File: src/rtl/core/femt_pkg.sv
// Package for the fault event memory table: operation codes, command and
// status structures shared by the controller and the datapath. No dependencies.
package femt_pkg;

    typedef enum logic [2:0] {
        OP_STORE   = 3'd0,
        OP_CLR_ONE = 3'd1,
        OP_CLR_ALL = 3'd2,
        OP_AGE     = 3'd3,
        OP_READ    = 3'd4
    } op_t;

    localparam logic [7:0] SAT_MAX = 8'hFF;
    localparam logic [31:0] TIME_MAX = 32'hFFFF_FFFF;

    typedef struct packed {
        logic start;
        logic scan;
        logic fetch;
        logic exec;
    } cmd_t;

    typedef struct packed {
        logic scan_done;
        logic out_free;
    } stat_t;

endpackage

File: src/rtl/core/femt_ctrl.sv
// Controller of the fault event memory table: sequences accept, slot scan,
// target fetch and execute. Depends on femt_pkg.
module femt_ctrl (
    input  logic            aclk,
    input  logic            aresetn,
    input  logic            s_tvalid,
    output logic            s_tready,
    input  femt_pkg::stat_t stat,
    output femt_pkg::cmd_t  cmd
);

    typedef enum logic [3:0] {
        ST_IDLE  = 4'b0001,
        ST_SCAN  = 4'b0010,
        ST_FETCH = 4'b0100,
        ST_EXEC  = 4'b1000
    } state_t;

    state_t state_reg, state_next;

    always_comb begin
        state_next = state_reg;
        cmd        = '0;
        case (state_reg)
            ST_IDLE: begin
                if (s_tvalid) begin
                    cmd.start  = 1'b1;
                    state_next = ST_SCAN;
                end
            end
            ST_SCAN: begin
                cmd.scan = 1'b1;
                if (stat.scan_done) begin
                    state_next = ST_FETCH;
                end
            end
            ST_FETCH: begin
                cmd.fetch  = 1'b1;
                state_next = ST_EXEC;
            end
            ST_EXEC: begin
                // Hold here until the previous result has left the output register.
                if (stat.out_free) begin
                    cmd.exec   = 1'b1;
                    state_next = ST_IDLE;
                end
            end
            default: state_next = ST_IDLE;
        endcase
    end

    assign s_tready = (state_reg == ST_IDLE);

    always_ff @(posedge aclk) begin
        if (!aresetn) begin
            state_reg <= ST_IDLE;
        end else begin
            state_reg <= state_next;
        end
    end

endmodule

File: src/rtl/core/femt_dp.sv
// Datapath of the fault event memory table: slot tables, scan trackers,
// operation execute logic and the result register. Depends on femt_pkg.
module femt_dp #(
    parameter int ENTRIES = 8,
    parameter int EVENTS  = 255
) (
    input  logic            aclk,
    input  logic            aresetn,
    input  femt_pkg::cmd_t  cmd,
    output femt_pkg::stat_t stat,
    input  logic [2:0]      in_op,
    input  logic [72:0]     in_data,
    input  logic            cfg_disabled,
    output logic            m_tvalid,
    input  logic            m_tready,
    output logic [55:0]     m_tdata
);

    localparam int IW = (ENTRIES > 1) ? $clog2(ENTRIES) : 1;
    localparam int CW = $clog2(ENTRIES + 1);

    // Latched transaction.
    logic [2:0]  op_reg;
    logic [7:0]  ev_reg, prio_reg, lim_reg, st_reg, cc_reg;
    logic        sok_reg;
    logic [31:0] ts_reg;

    // Event number per slot; zero marks a free slot.
    logic [7:0] slot_event_reg [ENTRIES];

    // Entry payload stores.
    logic [7:0]  mem_prio [ENTRIES];
    logic [7:0]  mem_lim  [ENTRIES];
    logic [7:0]  mem_occ  [ENTRIES];
    logic [7:0]  mem_age  [ENTRIES];
    logic [7:0]  mem_conf [ENTRIES];
    logic [7:0]  mem_stat [ENTRIES];
    logic [31:0] mem_time [ENTRIES];
    logic [7:0]  rd_prio_reg, rd_lim_reg, rd_occ_reg, rd_age_reg, rd_conf_reg, rd_stat_reg;
    logic [31:0] rd_time_reg;

    // Scan trackers.
    logic [CW-1:0] cnt_reg, used_reg;
    logic          pv_reg;
    logic [IW-1:0] pidx_reg;
    logic          hit_reg, free_reg;
    logic [IW-1:0] hit_idx_reg, free_idx_reg, cand_reg;
    logic [7:0]    worst_reg;
    logic [31:0]   oldest_reg;

    logic          ev_valid;
    logic [IW-1:0] target, rd_addr;
    logic [7:0]    pev;

    assign ev_valid = (ev_reg != 8'd0) && (ev_reg <= 8'(EVENTS));
    assign target   = hit_reg ? hit_idx_reg : (free_reg ? free_idx_reg : cand_reg);
    // Outside the scan the read port stays on the target, so a stalled execute
    // step still sees the fetched entry.
    assign rd_addr  = cmd.scan ? cnt_reg[IW-1:0] : target;
    assign pev      = slot_event_reg[pidx_reg];

    assign stat.scan_done = (cnt_reg == CW'(ENTRIES)) && !pv_reg;
    assign stat.out_free  = !m_tvalid || m_tready;

    // Execute-phase decisions.
    logic        wr_en, wr_new, wr_occ, wr_age, wr_upd;
    logic [IW-1:0] wr_idx;
    logic        ev_set, ev_clr, clr_all;
    logic [7:0]  occ_n, age_n;
    logic        acc, fnd, dval, srst, has_slot, show;
    logic [IW-1:0] slot_idx;
    logic [7:0]  dev, o_occ, o_age, o_conf, o_stat;
    logic [CW-1:0] n_after;

    always_comb begin
        wr_en    = 1'b0;
        wr_new   = 1'b0;
        wr_occ   = 1'b0;
        wr_age   = 1'b0;
        wr_upd   = 1'b0;
        wr_idx   = target;
        ev_set   = 1'b0;
        ev_clr   = 1'b0;
        clr_all  = 1'b0;
        occ_n    = (rd_occ_reg < femt_pkg::SAT_MAX) ? rd_occ_reg + 8'd1 : rd_occ_reg;
        age_n    = (rd_age_reg < rd_lim_reg) ? rd_age_reg + 8'd1 : rd_age_reg;
        acc      = 1'b0;
        fnd      = hit_reg;
        dval     = 1'b0;
        dev      = 8'd0;
        srst     = 1'b0;
        has_slot = 1'b0;
        show     = 1'b0;
        slot_idx = target;
        o_occ    = rd_occ_reg;
        o_age    = rd_age_reg;
        o_conf   = rd_conf_reg;
        o_stat   = rd_stat_reg;
        n_after  = used_reg;
        if (op_reg == femt_pkg::OP_CLR_ALL) begin
            clr_all = 1'b1;
            acc     = 1'b1;
            srst    = 1'b1;
            fnd     = 1'b0;
            n_after = '0;
        end else if (ev_valid && op_reg == femt_pkg::OP_STORE) begin
            if (!cfg_disabled && sok_reg) begin
                if (hit_reg) begin
                    wr_en = 1'b1; wr_occ = 1'b1; wr_upd = 1'b1;
                    acc = 1'b1; has_slot = 1'b1; show = 1'b1;
                    o_occ = occ_n; o_conf = cc_reg; o_stat = st_reg;
                end else if (free_reg || prio_reg < worst_reg) begin
                    wr_en = 1'b1; wr_new = 1'b1; ev_set = 1'b1;
                    acc = 1'b1; has_slot = 1'b1; show = 1'b1;
                    o_occ = 8'd1; o_age = 8'd0; o_conf = 8'd1; o_stat = st_reg;
                    if (free_reg) begin
                        n_after = used_reg + CW'(1);
                    end else begin
                        dval = 1'b1;
                        dev  = slot_event_reg[cand_reg];
                    end
                end
            end else if (hit_reg) begin
                has_slot = 1'b1;
                show     = 1'b1;
            end
        end else if (ev_valid && op_reg == femt_pkg::OP_CLR_ONE) begin
            acc  = 1'b1;
            srst = 1'b1;
            if (hit_reg) begin
                ev_clr   = 1'b1;
                has_slot = 1'b1;
                n_after  = used_reg - CW'(1);
            end
        end else if (ev_valid && op_reg == femt_pkg::OP_AGE) begin
            acc = 1'b1;
            if (hit_reg) begin
                has_slot = 1'b1;
                if (!st_reg[0]) begin
                    if (age_n >= rd_lim_reg) begin
                        ev_clr  = 1'b1;
                        srst    = 1'b1;
                        n_after = used_reg - CW'(1);
                    end else begin
                        wr_en = 1'b1; wr_age = 1'b1;
                        show  = 1'b1;
                        o_age = age_n;
                    end
                end else begin
                    wr_en = 1'b1; wr_age = 1'b1;
                    age_n = 8'd0;
                    show  = 1'b1;
                    o_age = 8'd0;
                end
            end
        end else if (ev_valid && op_reg == femt_pkg::OP_READ) begin
            acc      = 1'b1;
            has_slot = hit_reg;
            show     = hit_reg;
        end else begin
            fnd = 1'b0;
        end
        if (!show) begin
            o_occ = 8'd0; o_age = 8'd0; o_conf = 8'd0; o_stat = 8'd0;
        end
        if (!has_slot) begin
            slot_idx = '0;
        end
    end

    // Memories: one write port for the execute step, one registered read port.
    always_ff @(posedge aclk) begin
        if (cmd.exec && wr_en) begin
            if (wr_new) begin
                mem_prio[wr_idx] <= prio_reg;
                mem_lim[wr_idx]  <= lim_reg;
                mem_occ[wr_idx]  <= 8'd1;
                mem_age[wr_idx]  <= 8'd0;
                mem_conf[wr_idx] <= 8'd1;
                mem_stat[wr_idx] <= st_reg;
                mem_time[wr_idx] <= ts_reg;
            end
            if (wr_occ) begin
                mem_occ[wr_idx] <= occ_n;
            end
            if (wr_upd) begin
                mem_stat[wr_idx] <= st_reg;
                mem_time[wr_idx] <= ts_reg;
                mem_conf[wr_idx] <= cc_reg;
            end
            if (wr_age) begin
                mem_age[wr_idx] <= age_n;
            end
        end
        rd_prio_reg <= mem_prio[rd_addr];
        rd_lim_reg  <= mem_lim[rd_addr];
        rd_occ_reg  <= mem_occ[rd_addr];
        rd_age_reg  <= mem_age[rd_addr];
        rd_conf_reg <= mem_conf[rd_addr];
        rd_stat_reg <= mem_stat[rd_addr];
        rd_time_reg <= mem_time[rd_addr];
    end

    always_ff @(posedge aclk) begin
        if (!aresetn) begin
            for (int i = 0; i < ENTRIES; i++) begin
                slot_event_reg[i] <= 8'd0;
            end
        end else if (cmd.exec) begin
            if (clr_all) begin
                for (int i = 0; i < ENTRIES; i++) begin
                    slot_event_reg[i] <= 8'd0;
                end
            end else if (ev_set) begin
                slot_event_reg[wr_idx] <= ev_reg;
            end else if (ev_clr) begin
                slot_event_reg[wr_idx] <= 8'd0;
            end
        end
    end

    always_ff @(posedge aclk) begin
        if (cmd.start) begin
            op_reg   <= in_op;
            ev_reg   <= in_data[7:0];
            prio_reg <= in_data[15:8];
            lim_reg  <= in_data[23:16];
            st_reg   <= in_data[31:24];
            cc_reg   <= in_data[39:32];
            sok_reg  <= in_data[40];
            ts_reg   <= in_data[72:41];
        end
    end

    // Scan: issue a read at cnt, evaluate the slot read in the previous cycle.
    always_ff @(posedge aclk) begin
        if (!aresetn) begin
            cnt_reg <= '0;
            pv_reg  <= 1'b0;
        end else if (cmd.start) begin
            cnt_reg    <= '0;
            pv_reg     <= 1'b0;
            used_reg   <= '0;
            hit_reg    <= 1'b0;
            free_reg   <= 1'b0;
            cand_reg   <= '0;
            worst_reg  <= 8'd0;
            oldest_reg <= femt_pkg::TIME_MAX;
        end else if (cmd.scan) begin
            pv_reg   <= (cnt_reg < CW'(ENTRIES));
            pidx_reg <= cnt_reg[IW-1:0];
            if (cnt_reg < CW'(ENTRIES)) begin
                cnt_reg <= cnt_reg + CW'(1);
            end
            if (pv_reg) begin
                if (pev == 8'd0) begin
                    if (!free_reg) begin
                        free_reg     <= 1'b1;
                        free_idx_reg <= pidx_reg;
                    end
                end else begin
                    used_reg <= used_reg + CW'(1);
                    if (rd_prio_reg > worst_reg ||
                        (rd_prio_reg == worst_reg && rd_time_reg < oldest_reg)) begin
                        worst_reg  <= rd_prio_reg;
                        oldest_reg <= rd_time_reg;
                        cand_reg   <= pidx_reg;
                    end
                end
                if (ev_valid && pev == ev_reg && !hit_reg) begin
                    hit_reg     <= 1'b1;
                    hit_idx_reg <= pidx_reg;
                end
            end
        end
    end

    logic m_tvalid_reg;
    logic [55:0] m_tdata_reg;

    always_ff @(posedge aclk) begin
        if (!aresetn) begin
            m_tvalid_reg <= 1'b0;
        end else if (cmd.exec) begin
            m_tvalid_reg <= 1'b1;
        end else if (m_tready) begin
            m_tvalid_reg <= 1'b0;
        end
    end

    always_ff @(posedge aclk) begin
        if (cmd.exec) begin
            m_tdata_reg <= {4'd0, (n_after >= CW'(ENTRIES)), 4'(n_after), srst,
                            o_stat, o_conf, o_age, o_occ, dev, dval,
                            3'(slot_idx), fnd, acc};
        end
    end

    assign m_tvalid = m_tvalid_reg;
    assign m_tdata  = m_tdata_reg;

endmodule

File: src/rtl/core/fault_event_memory_table_top.sv
// Top level of the fault event memory table: joins controller and datapath
// and holds the configuration register. Depends on femt_pkg, femt_ctrl, femt_dp.
//
// Usage: one operation enters per transaction on the s_ channel; the operation
// code travels in s_tuser, its operands in s_tdata. Exactly one result per
// transaction leaves on the m_ channel.
// The slot scan reads one slot per cycle through the single read port of
// the entry store; s_tready is high only while no operation is in progress.
// The result sits in an output register, so the next transaction is taken
// while it waits. If the receiver stalls, a finished operation waits before
// its update until the register is free.
// Reset empties all slots, clears the refuse-store bit and drops m_tvalid.
// cfg_wr_en/cfg_wr_data write the refuse-store bit; write it only when idle.
module fault_event_memory_table_top #(
    parameter int ENTRIES = 8,
    parameter int EVENTS  = 255
) (
    input  logic        aclk,
    input  logic        aresetn,
    input  logic        s_tvalid,
    output logic        s_tready,
    // [7:0] event_id, [15:8] event_priority, [23:16] age_limit, [31:24] event_status,
    // [39:32] confirm_count, [40] storage_ok, [72:41] timestamp, [79:73] zero
    input  logic [79:0] s_tdata,
    // [2:0] op
    input  logic [2:0]  s_tuser,
    output logic        m_tvalid,
    input  logic        m_tready,
    // [0] accepted, [1] found, [4:2] slot, [5] displaced_valid, [13:6] displaced_event,
    // [21:14] occurrence_count, [29:22] aging_count, [37:30] consecutive_failed,
    // [45:38] entry_status, [46] status_reset, [50:47] entry_count, [51] overflow,
    // [55:52] zero
    output logic [55:0] m_tdata,
    input  logic        cfg_wr_en,
    input  logic        cfg_wr_data
);

    femt_pkg::cmd_t  cmd;
    femt_pkg::stat_t stat;
    logic            disabled_reg;

    always_ff @(posedge aclk) begin
        if (!aresetn) begin
            disabled_reg <= 1'b0;
        end else if (cfg_wr_en) begin
            disabled_reg <= cfg_wr_data;
        end
    end

    femt_ctrl u_ctrl (
        .aclk     (aclk),
        .aresetn  (aresetn),
        .s_tvalid (s_tvalid),
        .s_tready (s_tready),
        .stat     (stat),
        .cmd      (cmd)
    );

    femt_dp #(
        .ENTRIES (ENTRIES),
        .EVENTS  (EVENTS)
    ) u_dp (
        .aclk         (aclk),
        .aresetn      (aresetn),
        .cmd          (cmd),
        .stat         (stat),
        .in_op        (s_tuser),
        .in_data      (s_tdata[72:0]),
        .cfg_disabled (disabled_reg),
        .m_tvalid     (m_tvalid),
        .m_tready     (m_tready),
        .m_tdata      (m_tdata)
    );

endmodule

File: config.mk
export PLATFORM = sky130hd
export DESIGN_NAME = fault_event_memory_table_top
export DESIGN_NICKNAME = d
export VERILOG_FILES = /design/src/rtl/core/femt_pkg.sv /design/src/rtl/core/femt_ctrl.sv /design/src/rtl/core/femt_dp.sv /design/src/rtl/core/fault_event_memory_table_top.sv
export SDC_FILE = /design/constraint.sdc
export NUM_CORES = 1
export LEC_CHECK = 0
export BUFFER_PORTS_ARGS = -buffer_cell sky130_fd_sc_hd__clkbuf_2
export CAP_MARGIN = 5
export CORE_MARGIN = 2
export CORE_UTILIZATION = 50
export DETAILED_ROUTE_END_ITERATION = 16
export PLACE_DENSITY = 0.67
export REMOVE_ABC_BUFFERS = 1
export SLEW_MARGIN = 20
export SYNTH_ARGS = -nofsm -noshare
export SYNTH_HDL_FRONTEND = slang
export SYNTH_SLANG_ARGS = --single-unit
File: constraint.sdc
create_clock -name aclk -period 11.73 [get_ports aclk]
set_input_delay 1.173 -clock aclk [delete_from_list [all_inputs] [get_ports aclk]]
set_output_delay 1.173 -clock aclk [all_outputs]
set_load 0.05 [all_outputs]
==> results.txt, run 1 <==
The worst hold path passes through 0 cells. In this run, synthesis inferred 890 flip-flops with an integrated enable. Traced cell by cell, the critical path runs through ha_1, a21oi_1, o21ai_0, a21o_1, o31a_1, or2_2, ha_1, and2_1, nand3_1, or3_1, a31oi_1, nor3_2, o31ai_2.

The post-synthesis cell type with the largest combined area is sky130_fd_sc_hd__edfxtp_1. Clock-pin slew was measured on the worst setup and hold paths at 0.06 ns. The total standard cell area after synthesis is 40,000 µm². Cells with a size suffix above 1 make up 15.2% of the layout.

By startpoint and endpoint, the worst setup path is classified as register to register. The wire-length estimate of the detail-placed layout is 52.1 mm. Counting the fill cells in the layout gives 6,106. The leakage component of the power was 0.0158 µW; the initial core utilization was 50.6%. After synthesis the netlist holds a flip-flop and latch count of 984. In the post-synthesis netlist, the biggest area contributors are sky130_fd_sc_hd__edfxtp_1, sky130_fd_sc_hd__nand2_1, sky130_fd_sc_hd__dfxtp_1. Measured along the y axis, the die boundary spans 287 µm. The detailed router finished its first iteration with 2,589 violations. In this run, post-CTS repair resized a total of 0 instances. The shortest clock period the worst path allows after layout was 5.09 ns; the mean instance size in the synthesized netlist was 13.7 µm². Class of the tightest hold or removal check: register to register.

The buffer type at the clock tree root was sky130_fd_sc_hd__clkbuf_16. The number of nets in the layout was 3,183; the final weighted congestion of routability-driven global placement was 0.902. The logs give 98 for the number of buffers inserted during clock tree synthesis and 0 for the hold-fix buffer count after cts.

The most frequent cell on the critical path is sky130_fd_sc_hd__ha_1. The tools report the standard-cell row count as 103. The via count of the first global-routing pass was 24,441. TritonCTS built the clock tree.

The tools report the critical path endpoint category as a register. Count of final max-slew check failures: 0. The maximum resistive drop on vdd was 0.000136 V. The critical path buffer and inverter count came out at 0. The endpoint identified for the worst register-to-register timing path is u_dp.slot_event_reg[2][3]. The core area was 79,100 µm². The top cell types in the final layout, fill and taps aside, are sky130_fd_sc_hd__edfxtp_1, sky130_fd_sc_hd__nand2_1, sky130_fd_sc_hd__nand3_1. The tools report the cell count after synthesis as 2,921.

Worst hold endpoint: u_dp.free_idx_reg[1]. The share of the Yosys chip area taken by registers is 71.5%. For the final setup violation count, the log shows 0. In this design, the stage delay of the slowest critical-path cell is 0.98 ns.

The clock reaches the later pin of the worst-skew pair after 0.68 ns. The logs give 0 for the remaining antenna violation count and 0 for the number of violations of the max-capacitance limit. Of all flip-flops after synthesis, the portion carrying an async set or reset was 0%.

Along the worst path, the maximum fanout reaches 8. For this design the top-level I/O count stands at 147. For the final routed database, the setup TNS stands at 0 ns. Required time of the worst setup path: 12.00 ns.

The worst hold path begins at u_dp.pidx_reg[1]. Share of the synthesized area in the top cell type: 66.8%. Among all flip-flop cells after synthesis, the most frequent one is sky130_fd_sc_hd__edfxtp_1. The run gives 230 as the maximum number of pins on one net before global-route repair. The cell family contributing the most delay on the critical path is compound AO/OA/AOI/OAI gates. Counting distinct cell types in the post-synthesis netlist gives 71. The element type at the critical path start is a register. The floorplan step set the die width to 287 µm.

The final hold violation count is 0, and the number of sinks on the clock net is 984. The run gives 5 as the number of iterations in the first detailed-routing pass. The library cell used most frequently in the layout, excluding fill and tap cells, is sky130_fd_sc_hd__edfxtp_1. The H-tree was split into 3 levels. For the final database, setup skew stands at 0.0355 ns. The global-route congestion overflow total was 0; the area of the die was 82,300 µm².

Dividing the final minimum period by the clock period gives 43.4%. The slowest stage of the critical path is the sky130_fd_sc_hd__o31ai_2 cell. The register with the most flip-flops in the layout has 256 of them. The quantity of I/O buffers inserted on ports is 135, and the average wire length per cell after detail routing is 22.6 µm.

u_dp.mem_time holds more flip-flops than any other register. Synthesis-to-layout area growth: 12.7%. The total via count after detailed routing came out at 24,536. Once placement completed, the tool counted placed cells totaling 3,976. Setup slack on the worst reg-to-reg path comes out at 6.64 ns.

The initial antenna violation count was 2; the transition time at the pin with the least slew margin was 1.17 ns. The number of standard cells in the final layout excluding fillers came out at 4,163. The detailed-route wire length is 93.9 mm.

The flow ran to the end, and the final reports show no timing, DRC or antenna violations. Counting cells, the worst reg-to-reg path comes to 13. The first-pass GRT wire length was 143 mm. Power density over the cells: 173 nW/µm².

The total global routing track utilization came out at 22.8%. Number of design rule violations left after detail routing: 0. Setup repair after global routing left no endpoint under its margin.

Headroom to the max-slew limit came out at 22.2%. The tools report the number of buffers inserted to repair setup after CTS as 0. Number of vias per cell after detailed routing: 5.89. The count of yosys warnings during synthesis was 0; the worst-case clock buffer depth was 3.

The worst flop-to-flop path startpoint is u_dp.rd_age_reg[5]. Derived from the worst setup path, the maximum achievable clock frequency is 197 MHz. For the worst setup path, the data arrival time is 5.36 ns.
-- worst max-delay path by stage --
stage | cells after the start | from | to
finish | 13 | u_dp.rd_age_reg[5] | u_dp.slot_event_reg[2][3]
global route | 13 | u_dp.rd_age_reg[5] | u_dp.slot_event_reg[6][6]
CTS | 13 | u_dp.rd_age_reg[5] | u_dp.slot_event_reg[1][3]
detailed placement | 13 | u_dp.rd_age_reg[5] | u_dp.slot_event_reg[1][4]
global placement | 13 | u_dp.rd_age_reg[5] | u_dp.slot_event_reg[1][0]
floorplan | 5 | u_ctrl.state_reg[0] | u_dp.cand_reg[0]
-- layout make-up --
| class | instances | area [µm²] | area share [%] |
|---|---|---|---|
| Antenna cell | 1 | 2.50 | 0.00555 |
| Clock buffer | 128 | 2670 | 5.91 |
| Clock inverter | 57 | 673 | 1.49 |
| Inverter | 65 | 246 | 0.547 |
| Multi-Input combinational cell | 1702 | 10600 | 23.4 |
| Sequential cell | 984 | 28600 | 63.4 |
| Tap cell | 1050 | 1310 | 2.91 |
| Timing Repair Buffer | 176 | 1020 | 2.27 |
-- metal layers --
layer	vias up	track usage [%]	share of wire, %
met2	930	37.2	48
li1	11181	-	-
met3	184	3.08	6.9
met5	-	0	0
met1	12241	31.4	42
met4	0	8.31	3.0
-- through the flow --
| stage | total power [µW] | utilization, % | hold slack [ns] | worst slack [ns] | area [µm²] |
|---|---|---|---|---|---|
| after detailed placement | 4670 | 52.7 | 0.489 | 6.68 | 41700 |
| after global placement | 4650 | 52.7 | 0.488 | 6.76 | 41700 |
| after floorplan | 4480 | - | 0.456 | -0.812 | 39200 |
| final | 7800 | 57.0 | 0.503 | 6.64 | 45100 |
| after global routing | 8060 | 57.0 | 0.523 | 6.37 | 45100 |
| after CTS | 7850 | 56.9 | 0.504 | 6.63 | 45000 |
-- synth_stat cells, types with 6 or more instances --
cell type,n
sky130_fd_sc_hd__a2111oi_0,9
sky130_fd_sc_hd__a211oi_1,89
sky130_fd_sc_hd__a21o_1,10
sky130_fd_sc_hd__a21oi_1,45
sky130_fd_sc_hd__a311oi_1,82
sky130_fd_sc_hd__a31o_1,7
sky130_fd_sc_hd__a31o_2,76
sky130_fd_sc_hd__a31oi_1,9
sky130_fd_sc_hd__and2_1,15
sky130_fd_sc_hd__and3_1,91
sky130_fd_sc_hd__buf_1,6
sky130_fd_sc_hd__buf_2,63
sky130_fd_sc_hd__buf_4,8
sky130_fd_sc_hd__buf_6,8
sky130_fd_sc_hd__clkbuf_1,87
sky130_fd_sc_hd__dfxtp_1,94
sky130_fd_sc_hd__edfxtp_1,890
sky130_fd_sc_hd__ha_1,67
sky130_fd_sc_hd__inv_1,62
sky130_fd_sc_hd__mux2i_1,38
sky130_fd_sc_hd__mux4_2,28
sky130_fd_sc_hd__nand2_1,546
sky130_fd_sc_hd__nand2b_1,45
sky130_fd_sc_hd__nand3_1,197
sky130_fd_sc_hd__nand4_1,8
sky130_fd_sc_hd__nor2_1,157
sky130_fd_sc_hd__nor2b_1,15
sky130_fd_sc_hd__nor3_1,12
sky130_fd_sc_hd__nor4_1,14
sky130_fd_sc_hd__o21a_1,12
sky130_fd_sc_hd__o21ai_0,25
sky130_fd_sc_hd__o31ai_1,9
sky130_fd_sc_hd__or2_2,6
sky130_fd_sc_hd__xnor2_1,14
sky130_fd_sc_hd__xor2_1,8
-- cells by family after synthesis --
logic type,after synthesis,synth area share [%]
compound gates,407,7.82
xor+xnor,22,0.481
fa+ha+maj,67,2.09
buf+inv,238,2.66
flops,984,71.5
mux,71,2.67
other cells,1,0.00937
simple gates,1131,12.8
-- power by group --
part           leakage [µW]  switching [µW]  internal, µW
Sequential          0.00885            87.8          3930
Clock               0.00162            1320          1880
Combinational       0.00533             372           215
Total                0.0158            1780          6020
(Power assumes the default switching activity.)
==> inputs of run 2 (changes only) <==
ABC_AREA = 1   (was not set)
PLACE_DENSITY = 0.69   (was 0.67)
clock period = 4.4 ns   (was 11.73 ns; I/O delays follow)
==> results.txt, run 2 <==
The logs give 102 (+4.1%) for the number of buffers inserted during clock tree synthesis and 3 (unchanged) for the worst-case clock buffer depth. The tools report the buffer type at the clock tree root as sky130_fd_sc_hd__clkbuf_16. The logs give 28,017 (+14%) for the total via count after detailed routing and 0.0499 ns (+0.0144 ns) for the largest clock skew in the final design. In the post-synthesis netlist, the cell with the most instances is sky130_fd_sc_hd__nand2_1. The number of violations of the max-capacitance limit is 0 (unchanged), and the number of design rule violations left after detail routing is 0 (unchanged). The final weighted congestion of routability-driven global placement is 0.903 (about the same). For the number of iterations in the first detailed-routing pass, the log shows 6 (+1). The register bit total from synthesis is 984 (unchanged), and the global-route congestion overflow total is 0 (unchanged). The worst setup path is launched from a register. The number of buffers inserted to repair setup after CTS was 0 (unchanged). The biggest area contributor in the post-synthesis netlist is sky130_fd_sc_hd__edfxtp_1.

The run gives 26,405 (+8.0%) as the via count of the first global-routing pass. The run gives 55.7 mm (+6.9%) as the sum of net half-perimeters after detailed placement. The share of the synthesized area in the top cell type was 62.6% (-4.2 points); the arrival time of data at the critical path endpoint was 4.36 ns (-1.00 ns). The area growth from synthesis to layout is 14.9%.

The proportion of register bits with asynchronous set or reset after synthesis was 0% (unchanged). Cell-internal power: 16,100 µW (+170%). The destination of the worst register-to-register timing path was u_dp.mem_time[3][11]. Ranked by total cell area, the synthesized netlist is headed by sky130_fd_sc_hd__edfxtp_1, sky130_fd_sc_hd__nand2_1, sky130_fd_sc_hd__inv_1.

The library cells used most frequently in the layout, excluding fill and tap cells, are sky130_fd_sc_hd__nand2_1, sky130_fd_sc_hd__edfxtp_1, sky130_fd_sc_hd__inv_1. The slack of the worst reg-to-reg path is 0.36 ns (-6.28 ns). Detailed-route wire length: 95.6 mm (+1.8%). The tools report the highest achievable clock rate as 247 MHz (+26%). The critical path is of the register to register type. The average wire length per cell after detail routing is 17.4 µm (-23%). The clock insertion delay at the later pin of the skew report was 0.68 ns (about the same). For the cell count after synthesis, the log shows 4,049 (+39%). The diode insertion count for antenna repair came out at 0 (-1). The overall die height works out to 296 µm (+3.3%). The most frequently used flop master after synthesis is sky130_fd_sc_hd__edfxtp_1. Setup repair after global routing left no endpoint under its margin. The final hold violation count is 0 (unchanged), and the required time of the worst setup path is 4.71 ns (-7.29 ns). The tools report the first-iteration detailed-routing DRC count as 2,281 (-12%). The maximum number of pins on one net before global-route repair is 161 (-30%), and the register clock-pin slew on the reported worst setup and hold paths is 0.06 ns (about the same). The run gives 0 (unchanged) as the count of yosys warnings during synthesis. The run finished with clean final reports.

The logs give 0.000372 V (+170%) for the maximum resistive drop on vdd and 57.8% (+0.83 points) for the final core utilization. The cell depth of the worst flop-to-flop path works out to 20 (+7). The die span in x is 296 µm (+3.3%).

The worst hold path terminates at u_dp.ts_reg[31]. Standard-cell row count: 107 (+3.9%). The total power draw was 21,100 µW (+170%); the combinational power share was 7.5% (about the same).

The clock share of power was 41.0% (about the same); the final setup violation count was 0 (unchanged). The power density over the cells is 430 nW/µm² (+150%), and the flip-flop count of the largest register, all copies and words added is 256 (unchanged). The fraction of final layout cells with drive strength greater than 1 is 10.2% (-4.9 points). The run gives 42,700 µm² (+6.7%) as the total standard cell area after synthesis. The number of vias per cell after detailed routing came out at 5.10 (-13%). Worst flop-to-flop path startpoint: u_dp.rd_lim_reg[7]. The initial antenna violation count came out at 0 (-2). The sequential cell fraction of total power was 51.4% (about the same). The distinct cell type count of the synthesized netlist was 53 (-25%).

The tightest min-delay check is of the input pin to register type. For the initial core utilization, the log shows 50.3% (-0.26 points). Counting flops per register, the top entry is u_dp.mem_time. STA classifies the critical path endpoint as a register. The logs give 67.0% (-4.5 points) for the proportion of synthesized chip area in sequential cells and 5,492 (+32%) for the number of standard cells in the final layout excluding fillers. The leakage component of the power was 0.0211 µW (+34%). TritonCTS built the clock tree.

The core area came out at 84,900 µm² (+7.3%). The mean instance size in the synthesized netlist came out at 10.5 µm² (-23%). Leaving out fill and tap cells, the most frequent cell in the layout is sky130_fd_sc_hd__nand2_1.

The net switching fraction of the power was 23.5% (+0.64 points); the number of top-level design ports was 147 (unchanged). The shortest clock period the worst path allows after layout is 4.04 ns (-1.05 ns), and the first-pass GRT wire length is 149 mm (+4.3%). By count the netlist is led by sky130_fd_sc_hd__nand2_1, sky130_fd_sc_hd__edfxtp_1, sky130_fd_sc_hd__inv_1, sky130_fd_sc_hd__o211ai_1, sky130_fd_sc_hd__nand3_1. The start point of the worst min-delay path was s_tdata[72].

The deepest level of the CTS H-tree is 3 (unchanged). The quantity of I/O buffers inserted on ports is 135 (unchanged). The count of final max-slew check failures is 0 (unchanged), and the transition time at the pin with the least slew margin is 1.12 ns (-0.0446 ns).

The placed cell count is 5,223 (+31%), and the number of nets in the layout is 4,416 (+39%). For the number of sinks on the clock net, the log shows 984 (unchanged). The reported net switching power is 4950 µW (+180%). For the area of the die, the log shows 87,800 µm² (+6.6%). The number of synthesized flops with an enable pin is 890 (unchanged). The hold path depth is 1 (+1).

The tools report the remaining antenna violation count as 0 (unchanged). The total global routing track utilization is 22.1% (-0.68 points), and the final worst-path cycle share is 91.9% (+49 points). The highest fanout seen on the critical path is 18 (+10), and the headroom to the max-slew limit is 25.2% (+3.0 points).
run 2: area by class of cell:
| class | instances | area, µm² |
|---|---|---|
| clock inverter | 54 | 653 |
| fill | 6878 | 35800 |
| tap | 1144 | 1430 |
| multi-input combinational | 2190 | 10700 |
| sequential | 984 | 28600 |
| inverter | 693 | 2610 |
| clock buffer | 138 | 2750 |
| timing repair buffer | 289 | 2330 |
run 2: worst max path at each step:
| stage | end | slack (ns) | start |
|---|---|---|---|
| after global routing | u_dp.mem_age[1][6] | 0.003 | u_dp.rd_lim_reg[3] |
| final | u_dp.mem_time[3][11] | 0.36 | u_dp.rd_lim_reg[7] |
| after detailed placement | u_dp.mem_time[3][9] | 0.13 | u_dp.rd_lim_reg[7] |
| after CTS | u_dp.mem_time[3][10] | 0.08 | u_dp.rd_lim_reg[7] |
| after floorplan | u_dp.rd_age_reg[0] | -7.28 | u_dp.cand_reg[0] |
| after global placement | u_dp.mem_time[1][4] | 0.16 | u_dp.rd_lim_reg[3] |
run 2: what timing repair did:
action	CTS	global route
gates resized for setup	0	8
hold endpoints to repair	76	0
hold buffers	77	0
endpoints found under the setup margin	0	703
run 2: metrics by stage:
stage	setup slack (ns)	area [µm²]	hold slack, ns	TNS (ns)
2_1_floorplan	-7.28	41800	0.408	-1448.85
3_3_place_gp	0.157	44900	0.412	0
3_5_place_dp	0.131	44900	0.421	0
4_1_cts	0.0789	49100	0.0483	0
5_1_grt	0.00265	49100	0.0552	0
6_report	0.357	49100	0.0767	0
run 2: kinds of logic (layout without fill, tap and decap cells):
group,Yosys count,after routing,synth area share [%]
AOI/OAI and AO/OA,457,457,6.64
xor gates and xnor gates,13,13,0.267
buffers and inverters,878,1174,8.28
adders and majority gates,67,67,1.96
other,1,4,0.00878
and+or+nand+nor,1649,1649,15.9
DFF,984,984,67.0
run 2: worst max-delay path, stage by stage, from the launching register on:
cell and delay, ns:
sky130_fd_sc_hd__dfxtp_1 0.31, sky130_fd_sc_hd__inv_1 0.05, sky130_fd_sc_hd__ha_1 0.30, sky130_fd_sc_hd__nand2_1 0.07, sky130_fd_sc_hd__nor2_1 0.12, sky130_fd_sc_hd__nand2_1 0.25, sky130_fd_sc_hd__nand2_2 0.21, sky130_fd_sc_hd__nand2_1 0.09
sky130_fd_sc_hd__nand2_1 0.12, sky130_fd_sc_hd__inv_1 0.06, sky130_fd_sc_hd__ha_1 0.30, sky130_fd_sc_hd__a21o_1 0.18, sky130_fd_sc_hd__nor2_1 0.12, sky130_fd_sc_hd__nand3_2 0.22, sky130_fd_sc_hd__nor2_4 0.15, sky130_fd_sc_hd__nor2_2 0.07
sky130_fd_sc_hd__a21oi_2 0.23, sky130_fd_sc_hd__o21ai_1 0.12, sky130_fd_sc_hd__buf_4 0.23, sky130_fd_sc_hd__nor2_4 0.13, sky130_fd_sc_hd__buf_4 0.33
run 2: power groups by stage:
stage                     clock network, µW  logic [µW]  registers (µW)
after floorplan                           0        1060           10900
after global placement                    0        1500           11000
after detailed placement                  0        1530           11000
after CTS                              8780        1590           10800
after global routing                   9160        1790           10900
final                                  8650        1590           10900
run 2: layer usage:
layer,vias to the layer above,part of all wire (%),track usage [%]
met3,137,6.3,3.04
met5,-,0,0
met2,864,48,36.9
met4,0,2.1,5.96
met1,13212,44,30.4
li1,13804,-,-
